File: src/hdl/csp_gen_pkg.sv
// Shared types and constants of the cell side pin site generator.
// No dependencies; imported by csp_gen_iter_unit, the top level and the testbench.
`default_nettype none

package csp_gen_pkg;

	// 0.01 in Q9.16, rounded down, and 1.0 in Q.16
	localparam logic [24:0] ASPECT_TOL = 25'd655;
	localparam logic [28:0] ONE_Q16    = 29'd65536;

	// register byte addresses
	localparam logic [2:0] ADDR_VERT_SPACING = 3'd0;
	localparam logic [2:0] ADDR_HORZ_SPACING = 3'd4;

	typedef struct packed {
		logic        operation;
		logic [23:0] fixed_coord;
		logic [23:0] start_coord;
		logic [23:0] end_coord;
		logic [23:0] aspect_ratio;
		logic [23:0] aspect_lower;
		logic [23:0] aspect_upper;
		logic        write_sites;
	} csp_side_t;

	typedef struct packed {
		logic [6:0]  site_number;
		logic [24:0] site_x;
		logic [24:0] site_y;
		logic [23:0] site_span;
		logic [23:0] site_capacity;
		logic        vertical_site;
		logic [6:0]  total_sites;
		logic        no_site;
		logic        last;
	} csp_site_t;

	typedef enum logic [1:0] {
		OP_DIV,
		OP_SQRT,
		OP_MUL
	} csp_op_t;

	// command to the shared unit; operand a is left aligned in 64 bits
	typedef struct packed {
		logic        start;
		csp_op_t     op;
		logic [63:0] a;
		logic [28:0] b;
		logic [5:0]  n;
	} csp_cmd_t;

	typedef struct packed {
		logic        done;
		logic [63:0] value;
		logic [31:0] rem;
	} csp_res_t;

endpackage

`default_nettype wire

File: src/hdl/csp_gen_iter_unit.sv
// Shared iterative unit: restoring divide, digit-by-digit square root and
// shift-add multiply, one step per cycle. Depends on csp_gen_pkg.
`default_nettype none

module csp_gen_iter_unit
	import csp_gen_pkg::*;
(
	input  wire logic     clk,
	input  wire logic     arst_n,
	input  wire csp_cmd_t cmd,
	output csp_res_t      res
);

	logic        busy_q, done_q;
	logic [5:0]  cnt_q, n_q;
	csp_op_t     op_q;
	logic [63:0] x_q, acc_q;
	logic [31:0] r_q;
	logic [28:0] d_q;

	// one shared compare and subtract
	logic [31:0] cmp_a, cmp_b, diff;
	logic        ge;

	always_comb begin
		case (op_q)
			OP_SQRT: begin
				cmp_a = {r_q[29:0], x_q[63:62]};
				cmp_b = {acc_q[29:0], 2'b01};
			end
			default: begin
				cmp_a = {r_q[30:0], x_q[63]};
				cmp_b = {3'b000, d_q};
			end
		endcase
		ge   = cmp_a >= cmp_b;
		diff = cmp_a - cmp_b;
	end

	// control
	always_ff @(posedge clk or negedge arst_n) begin
		if (!arst_n) begin
			busy_q <= 1'b0;
			done_q <= 1'b0;
			cnt_q  <= '0;
		end else begin
			done_q <= busy_q && !cmd.start && (cnt_q == n_q - 6'd1);
			if (cmd.start) begin
				busy_q <= 1'b1;
				cnt_q  <= '0;
			end else if (busy_q) begin
				cnt_q <= cnt_q + 6'd1;
				if (cnt_q == n_q - 6'd1) busy_q <= 1'b0;
			end
		end
	end

	// datapath
	always_ff @(posedge clk) begin
		if (cmd.start) begin
			op_q  <= cmd.op;
			n_q   <= cmd.n;
			d_q   <= cmd.b;
			x_q   <= cmd.a;
			r_q   <= '0;
			acc_q <= '0;
		end else if (busy_q) begin
			case (op_q)
				OP_DIV: begin
					x_q <= {x_q[62:0], ge};
					r_q <= ge ? diff : cmp_a;
				end
				OP_SQRT: begin
					x_q   <= {x_q[61:0], 2'b00};
					acc_q <= {acc_q[62:0], ge};
					r_q   <= ge ? diff : cmp_a;
				end
				default: begin
					x_q   <= {x_q[62:0], 1'b0};
					acc_q <= {acc_q[62:0], 1'b0} + (x_q[63] ? {35'd0, d_q} : 64'd0);
				end
			endcase
		end
	end

	assign res.done  = done_q;
	assign res.value = (op_q == OP_DIV) ? x_q : acc_q;
	assign res.rem   = r_q;

endmodule

`default_nettype wire

File: src/hdl/cell_side_pin_site_generator_unit.sv
// Top level of the cell side pin site generator: APB registers, sequencer,
// site stepping and output register. Depends on csp_gen_pkg, csp_gen_iter_unit.
//
// One side word runs a chain of operations through the shared iterative unit:
// 56-step ratio divide, 28-step root, 24-step multiply, 37-step pitch divide,
// a 37-step capacity divide when pins exceed MAX_SITES, and a 25-step spacing
// divide. The ratio divide and the root are skipped when the aspect bounds
// are within tolerance. After a setup state the site words are loaded, one
// site word per cycle while the receiver does not stall, up to MAX_SITES; a
// count word follows the pitch divide directly. sd_stall is high from
// acceptance until the last result word is loaded into the output register.
`default_nettype none

module cell_side_pin_site_generator_unit
	import csp_gen_pkg::*;
#(
	parameter int MAX_SITES = 32
) (
	input  wire logic        clk,
	input  wire logic        arst_n,
	input  wire logic        psel,
	input  wire logic        penable,
	input  wire logic        pwrite,
	input  wire logic [2:0]  paddr,
	input  wire logic [31:0] pwdata,
	output logic      [31:0] prdata,
	output logic             pready,
	input  wire logic        sd_valid,
	output logic             sd_stall,
	input  wire csp_side_t   sd,
	output logic             site_valid,
	input  wire logic        site_stall,
	output csp_site_t        site
);

	localparam logic [36:0] MAX_P = 37'(MAX_SITES);
	localparam logic [6:0]  MAX_T = 7'(MAX_SITES);

	typedef enum logic [3:0] {
		S_IDLE, S_RATIO, S_ROOT, S_MUL, S_PITCH, S_CAP, S_STEP, S_PREP, S_EMIT, S_COUNT
	} state_t;

	state_t      state_q;
	csp_cmd_t    cmd_q;
	csp_res_t    res;
	logic [15:0] vts_q, hts_q;
	csp_side_t   side_q;
	logic [23:0] len_q;
	logic [36:0] p_q, capq_q;
	logic [6:0]  t_q, k_q, caprem_q;
	logic [7:0]  d_q, r_q, incr_q;
	logic [24:0] q_q, inc_q;
	logic        site_valid_q;
	csp_site_t   site_q;

	// configuration registers
	assign pready = 1'b1;
	assign prdata = paddr[2] ? {16'd0, hts_q} : {16'd0, vts_q};

	always_ff @(posedge clk or negedge arst_n) begin
		if (!arst_n) begin
			vts_q <= 16'd1;
			hts_q <= 16'd1;
		end else if (psel && penable && pwrite) begin
			if (paddr[2]) hts_q <= pwdata[15:0];
			else          vts_q <= pwdata[15:0];
		end
	end

	csp_gen_iter_unit u_iter (
		.clk    (clk),
		.arst_n (arst_n),
		.cmd    (cmd_q),
		.res    (res)
	);

	// front end on the incoming word
	logic [24:0] s_in, e_in, len_diff;
	logic [23:0] len_in, num_in, den_in;
	logic        vert_in, tol_in;

	always_comb begin
		vert_in  = !sd.operation;
		s_in     = {sd.start_coord[23], sd.start_coord};
		e_in     = {sd.end_coord[23], sd.end_coord};
		len_diff = ($signed(e_in) > $signed(s_in)) ? e_in - s_in : s_in - e_in;
		len_in   = len_diff[23:0];
		tol_in   = ({1'b0, sd.aspect_lower} + ASPECT_TOL) > {1'b0, sd.aspect_upper};
		num_in   = vert_in ? sd.aspect_lower : sd.aspect_ratio;
		den_in   = vert_in ? sd.aspect_ratio : sd.aspect_upper;
		if (den_in == 24'd0) den_in = 24'd1;
	end

	// pin count from the rounded length
	logic [52:0] wsum;
	logic [36:0] p_n;
	logic [6:0]  t_n;
	logic [7:0]  d_n;
	logic [15:0] sp;

	always_comb begin
		wsum = res.value[52:0] + 53'd32767;
		p_n  = (res.value[36:0] != 37'd0) ? res.value[36:0] - 37'd1 : 37'd0;
		t_n  = (p_n < MAX_P) ? p_n[6:0] : MAX_T;
		d_n  = {t_q + 7'd1, 1'b0};
		sp   = side_q.operation ? hts_q : vts_q;
		if (sp == 16'd0) sp = 16'd1;
	end

	// next site position: add the spacing quotient, wrap the remainder once
	logic [8:0]  rsum;
	logic        wrap;
	logic [7:0]  r_n;
	logic [24:0] q_n;

	always_comb begin
		rsum = {1'b0, r_q} + {1'b0, incr_q};
		wrap = rsum >= {1'b0, d_q};
		r_n  = wrap ? 8'(rsum - {1'b0, d_q}) : rsum[7:0];
		q_n  = q_q + inc_q + {24'd0, wrap};
	end

	// site word fields
	logic [24:0] s_q25, fix25, along;
	logic [37:0] capsum;
	logic [23:0] cap;
	logic        dir;

	always_comb begin
		s_q25  = {side_q.start_coord[23], side_q.start_coord};
		fix25  = {side_q.fixed_coord[23], side_q.fixed_coord};
		dir    = $signed(side_q.end_coord) > $signed(side_q.start_coord);
		along  = dir ? s_q25 + q_q : s_q25 - q_q;
		capsum = {1'b0, capq_q} + {37'd0, (k_q <= caprem_q)};
		if (p_q > MAX_P) cap = (capsum > 38'hFFFFFF) ? 24'hFFFFFF : capsum[23:0];
		else             cap = 24'd1;
	end

	// count-only word
	csp_site_t count_word;

	always_comb begin
		count_word               = '0;
		count_word.vertical_site = !side_q.operation;
		count_word.total_sites   = t_q;
		count_word.no_site       = 1'b1;
		count_word.last          = 1'b1;
	end

	logic out_free;
	assign out_free = !site_valid_q || !site_stall;

	// unit launch and output load
	logic launch, load;

	always_comb begin
		unique case (state_q) inside
			S_IDLE:                         launch = sd_valid;
			S_RATIO, S_ROOT, S_MUL, S_CAP:  launch = res.done;
			S_PITCH: launch = res.done && side_q.write_sites && (t_n != 7'd0);
			default:                        launch = 1'b0;
		endcase
	end

	assign load = out_free && (state_q == S_EMIT || state_q == S_COUNT);

	// sequencer and output valid
	always_ff @(posedge clk or negedge arst_n) begin
		if (!arst_n) begin
			state_q      <= S_IDLE;
			site_valid_q <= 1'b0;
		end else begin
			if (load)                             site_valid_q <= 1'b1;
			else if (site_valid_q && !site_stall) site_valid_q <= 1'b0;
			unique case (state_q)
				S_IDLE: begin
					if (sd_valid) state_q <= tol_in ? S_MUL : S_RATIO;
				end
				S_RATIO: if (res.done) state_q <= S_ROOT;
				S_ROOT:  if (res.done) state_q <= S_MUL;
				S_MUL:   if (res.done) state_q <= S_PITCH;
				S_PITCH: if (res.done) begin
					if (!side_q.write_sites || t_n == 7'd0) state_q <= S_COUNT;
					else state_q <= (p_n > MAX_P) ? S_CAP : S_STEP;
				end
				S_CAP:  if (res.done) state_q <= S_STEP;
				S_STEP: if (res.done) state_q <= S_PREP;
				S_PREP: state_q <= S_EMIT;
				S_EMIT: if (out_free && k_q == t_q) state_q <= S_IDLE;
				S_COUNT: if (out_free) state_q <= S_IDLE;
				default: state_q <= S_IDLE;
			endcase
		end
	end

	// operands, intermediate values and output payload
	always_ff @(posedge clk or negedge arst_n) begin
		if (!arst_n) begin
			cmd_q.start <= 1'b0;
		end else begin
			cmd_q.start <= launch;
			case (state_q)
				S_IDLE: begin
					side_q <= sd;
					len_q  <= len_in;
					if (tol_in) begin
						cmd_q.op <= OP_MUL;
						cmd_q.a  <= {len_in, 40'd0};
						cmd_q.b  <= ONE_Q16;
						cmd_q.n  <= 6'd24;
					end else begin
						cmd_q.op <= OP_DIV;
						cmd_q.a  <= {num_in, 40'd0};
						cmd_q.b  <= {5'd0, den_in};
						cmd_q.n  <= 6'd56;
					end
				end
				S_RATIO: begin
					cmd_q.op <= OP_SQRT;
					cmd_q.a  <= {res.value[55:0], 8'd0};
					cmd_q.n  <= 6'd28;
				end
				S_ROOT: begin
					cmd_q.op <= OP_MUL;
					cmd_q.a  <= {len_q, 40'd0};
					cmd_q.b  <= res.value[28:0];
					cmd_q.n  <= 6'd24;
				end
				S_MUL: begin
					cmd_q.op <= OP_DIV;
					cmd_q.a  <= {wsum[52:16], 27'd0};
					cmd_q.b  <= {13'd0, sp};
					cmd_q.n  <= 6'd37;
				end
				S_PITCH: begin
					p_q      <= p_n;
					t_q      <= t_n;
					cmd_q.op <= OP_DIV;
					if (p_n > MAX_P) begin
						cmd_q.a <= {p_n, 27'd0};
						cmd_q.b <= {22'd0, MAX_T};
						cmd_q.n <= 6'd37;
					end else begin
						cmd_q.a <= {len_q, 40'd0};
						cmd_q.b <= {21'd0, t_n + 7'd1, 1'b0};
						cmd_q.n <= 6'd25;
					end
				end
				S_CAP: begin
					capq_q   <= res.value[36:0];
					caprem_q <= res.rem[6:0];
					cmd_q.a  <= {len_q, 40'd0};
					cmd_q.b  <= {21'd0, d_n};
					cmd_q.n  <= 6'd25;
				end
				S_STEP: begin
					inc_q  <= res.value[24:0];
					incr_q <= res.rem[7:0];
					d_q    <= d_n;
					q_q    <= '0;
					r_q    <= {1'b0, t_q} + 8'd1;
				end
				S_PREP: begin
					q_q <= q_n;
					r_q <= r_n;
					k_q <= 7'd1;
				end
				S_EMIT: if (out_free) begin
					site_q.site_number   <= k_q;
					site_q.site_x        <= side_q.operation ? along : fix25;
					site_q.site_y        <= side_q.operation ? fix25 : along;
					site_q.site_span     <= 24'(q_n - q_q);
					site_q.site_capacity <= cap;
					site_q.vertical_site <= !side_q.operation;
					site_q.total_sites   <= t_q;
					site_q.no_site       <= 1'b0;
					site_q.last          <= (k_q == t_q);
					q_q <= q_n;
					r_q <= r_n;
					k_q <= k_q + 7'd1;
				end
				S_COUNT: if (out_free) site_q <= count_word;
				default: ;
			endcase
		end
	end

	assign sd_stall   = (state_q != S_IDLE);
	assign site_valid = site_valid_q;
	assign site       = site_q;

	// a count word always closes its side
	a_count_last: assert property (@(posedge clk) disable iff (!arst_n)
		site_valid && site.no_site |-> site.last)
		else $error("count word without last");

	// a site word carries an index within the side's total
	a_site_index: assert property (@(posedge clk) disable iff (!arst_n)
		site_valid && !site.no_site |->
			site.site_number != 7'd0 && site.site_number <= site.total_sites)
		else $error("site index out of range");

	// the shared unit is never launched from idle except on an accepted word
	a_launch: assert property (@(posedge clk) disable iff (!arst_n)
		cmd_q.start && $past(state_q == S_IDLE) |-> $past(sd_valid))
		else $error("unit launched without an accepted word");

endmodule

`default_nettype wire

File: config.mk
export PLATFORM = sky130hd
export DESIGN_NAME = cell_side_pin_site_generator_unit
export DESIGN_NICKNAME = d
export VERILOG_FILES = /design/src/hdl/csp_gen_pkg.sv /design/src/hdl/csp_gen_iter_unit.sv /design/src/hdl/cell_side_pin_site_generator_unit.sv
export SDC_FILE = /design/constraint.sdc
export NUM_CORES = 2
export LEC_CHECK = 0
export BUFFER_PORTS_ARGS = -buffer_cell sky130_fd_sc_hd__buf_2
export CAP_MARGIN = 20
export CORE_MARGIN = 2
export CORE_UTILIZATION = 30
export CTS_CLUSTER_DIAMETER = 150
export CTS_CLUSTER_SIZE = 28
export DETAILED_ROUTE_END_ITERATION = 10
export GPL_ROUTABILITY_DRIVEN = 0
export PLACE_DENSITY = 0.58
export SLEW_MARGIN = 10
export SYNTH_ARGS = -nofsm -noshare
export SYNTH_HDL_FRONTEND = slang
export SYNTH_SLANG_ARGS = --single-unit
File: constraint.sdc
create_clock -name clk -period 9.7 [get_ports clk]
set_input_delay 0.97 -clock clk [delete_from_list [all_inputs] [get_ports clk]]
set_output_delay 0.97 -clock clk [all_outputs]
set_load 0.005 [all_outputs]
==> reports/metrics.csv <==
metric,value,unit
global_route_wire_length_before_repair,217000,microns
initialDrtViolationCount,4037,
antenna_violations_before_repair,10,
cp.arrival,8.51,ns
coreArea,150000,sq um
clock-root-buffer,sky130_fd_sc_hd__clkbuf_16,
cap_violations,0,
critical_path.max_stage_delay,0.56,ns
grt_overflow,0,
worst-path-max-fanout,8,
critical_path.most_common_cell,sky130_fd_sc_hd__o21ai_0,
path_class,flip-flop to flip-flop,
initial_utilization,30.3,%
globalRouteTotalUtil,18.3,%
synth_cells,4645,
ys_top_cells_by_count,"sky130_fd_sc_hd__edfxtp_1 (571), sky130_fd_sc_hd__nand2_1 (422), sky130_fd_sc_hd__nor2_1 (421), sky130_fd_sc_hd__a21oi_1 (312), sky130_fd_sc_hd__o21ai_0 (278)",
setup.reg_to_reg.worst_slack,1.61,ns
via_count_of_the_first_global_routing_pass,34100,
dominantRegCellSynth,sky130_fd_sc_hd__edfxtp_1,
synth_most_common_cell,sky130_fd_sc_hd__edfxtp_1,
report.final.hold_viol_count,0,
worst_setup_path_startpoint,r_q[0]$_DFFE_PP_,
drt.antenna.violating_nets,0,
fin_crit_sh,83.4,%
floorplan.io_pins,338,
design.final.nets,5305,
worst_skew_pair.late_latency,0.68,ns
timing.slew.headroom,21.9,%
power.density_cell_area,299,nW/um^2
critical_path.endpoint_type,flip-flop,
count_of_buffers_inserted_at_the_top_level_ports,302,
dieHeight,393,microns
ys_ff_latch,704,
synthDistinctLibCells,110,
final-setup-viol-count,0,
post-route-drc-count,0,
grt.met2_usage,28.0,%
setup_tns,0,ns
cp_top_family,compound AO/OA/AOI/OAI gates,
floorplan.die.width,393,microns
clk_transition_reported_paths,0.12,ns
number_of_flops_mapped_to_enable_cells_by_yosys,571,
layout-area-overhead-vs-synth,10.1,%
cp_num_cells,33,
finalWorstPathRequiredPeriod,8.09,ns
number_of_clock_buffers_inserted_by_tritoncts,29,
timing.hold.worst.class,flip-flop to flip-flop,
firstDrtPassIters,7,
num_rows,142,
dp_hpwl,113000,microns
ctsLongestPathBuffers,3,
timing.rr.start,r_q[0]$_DFFE_PP_,
netlist.area_leader.share,37.7,%
mapped_avg_cell_area,9.79,sq um
slowest_stage,sky130_fd_sc_hd__a221oi_1,
postCtsHoldBufs,0,
layout.cells.non_filler,6893,
rr_endpoint,site[57]$_SDFFCE_PP0P_,
post_drt_via_cell_ratio,5.34,
routed_length_per_instance,21.4,microns
grt.met1_usage,25.9,%
grt_most_used_layer,met2,
grt_setup_unrepaired,no,
synth.cell_area,45500,sq um
cts-htree-levels,1,
cp-start-kind,flip-flop,
wirelength,147000,microns
power.static_leakage,19.6,nW
cts_resized,0,
tritoncts,yes,
endpoint,site[57]$_SDFFCE_PP0P_,
maximum_clock_rate,0.124,GHz
ys_seq_area_share,44.1,%
groute.layer.met3.usage,4.87,%
timing.final.max_slew_violations,0,
vias,36800,
worst_ep_required_time,10.11,ns
cts_setup_buffers,0,
drive_gt1_share,11.6,%
maximum_number_of_pins_on_one_net_before_global_route_repair,113,
dp_cells,6825,
outcome,"finished, final reports clean",
cts_sink_count,704,
timing.clock.skew,0.0332,ns
critical_path.n_buffers_inverters,3,
design.die.area,155000,sq um
synth.yosys.warnings,0,
synthArstFlopShare,6.53,%
synth_largest_area_cell,sky130_fd_sc_hd__edfxtp_1,
ir_drop,0.178,mV
worst_slew_pin_slew,1.14,ns
worst-r2r-cell-count,33,
netlist_top_cells_area,"sky130_fd_sc_hd__edfxtp_1 (38%), sky130_fd_sc_hd__ha_1 (7.1%), sky130_fd_sc_hd__mux2i_1 (5.1%), sky130_fd_sc_hd__dfxtp_1 (3.8%), sky130_fd_sc_hd__xnor2_1 (3.8%)",
==> worst register-to-register path: cells and delay by family (launching register included) <==
| family | cells | cell delay [ns] |
|---|---|---|
| xor gates and xnor gates | 2 | 0.34 |
| AOI/OAI and AO/OA | 17 | 4.26 |
| DFF | 1 | 0.35 |
| buffers and inverters | 3 | 0.32 |
| adders and majority gates | 6 | 2.11 |
| and+or+nand+nor | 5 | 0.50 |
==> metal layers <==
layer  vias up  wire, microns
li1      17300              -
met1     17900          66200
met2      1439          64100
met3       138          14100
met4         4           2730
met5         -             27
==> placed cells by master (no fill, tap or decap), types with 197 or more instances in the layout <==
master | Yosys | final
sky130_fd_sc_hd__a21oi_1 | 312 | 311
sky130_fd_sc_hd__buf_2 | 9 | 302
sky130_fd_sc_hd__edfxtp_1 | 571 | 571
sky130_fd_sc_hd__ha_1 | 259 | 259
sky130_fd_sc_hd__inv_1 | 252 | 250
sky130_fd_sc_hd__mux2i_1 | 233 | 233
sky130_fd_sc_hd__nand2_1 | 422 | 422
sky130_fd_sc_hd__nor2_1 | 421 | 419
sky130_fd_sc_hd__o21ai_0 | 278 | 276
sky130_fd_sc_hd__xnor2_1 | 197 | 197
==> state kept, by name, indices dropped and copies added (netlist names), 16 cells and up <==
signal,cells
site,115
cmd_q,92
u_iter.x_q,64
u_iter.acc_q,56
capq_q,37
p_q,37
u_iter.r_q,31
u_iter.d_q,29
side_q,26
inc_q,25
q_q,25
fix25,24
len_q,24
s_q25,24
hts_q,16
vts_q,16
==> metrics by stage <==
stage	hold slack (ns)	total power, W	worst slack [ns]	util [%]	area, sq um
floorplan	0.400	0.0108	2.88	-	45500
global placement	0.406	0.0132	1.77	32.7	49100
detailed placement	0.405	0.0133	1.69	32.7	49100
CTS	0.431	0.0149	1.62	33.3	50000
global route	0.441	0.0160	0.783	33.3	50100
finish	0.430	0.0150	1.61	33.3	50100
==> layout make-up <==
class / count / area (sq um)
Antenna cell: 7 / 17.5
Inverter: 256 / 961
Multi-Input combinational cell: 3489 / 23600
Sequential cell: 704 / 20000
Timing Repair Buffer: 368 / 2020
Fill cell: 15300 / 100000
Tap cell: 2016 / 2520
Clock inverter: 3 / 43.8
Clock buffer: 50 / 805
==> kinds of logic after synthesis <==
family / share of synthesized area (%)
xor+xnor: 6.37
flops: 44.1
buf+inv: 4.21
compound gates: 15.1
other cells: 0.0165
simple gates: 16.0
mux: 6.70
fa+ha+maj: 7.57
==> how the worst min path moves through the flow <==
stage | end | cells after the start | startpoint | slack [ns]
6_report | u_iter.d_q[14]$_DFFE_PP_ | 0 | cmd_q[20]$_DFFE_PP_ | 0.43
2_1_floorplan | u_iter.d_q[0]$_DFFE_PP_ | 0 | cmd_q[6]$_DFFE_PP_ | 0.40
3_3_place_gp | u_iter.d_q[19]$_DFFE_PP_ | 0 | cmd_q[25]$_DFFE_PP_ | 0.41
4_1_cts | hts_q[11]$_DFFE_PN0P_ | 2 | arst_n | 0.43
5_1_grt | u_iter.d_q[23]$_DFFE_PP_ | 0 | cmd_q[29]$_DFFE_PP_ | 0.44
3_5_place_dp | u_iter.d_q[17]$_DFFE_PP_ | 0 | cmd_q[23]$_DFFE_PP_ | 0.41
==> power breakdown <==
part / leakage (nW) / switching, W / total, W / internal [W]
registers: 6.56 / 0.000804 / 0.00535 / 0.00455
logic: 12.6 / 0.00502 / 0.00804 / 0.00302
clock network: 0.409 / 0.000995 / 0.00159 / 0.000592
Note: power is estimated with default switching activity, not from simulation.
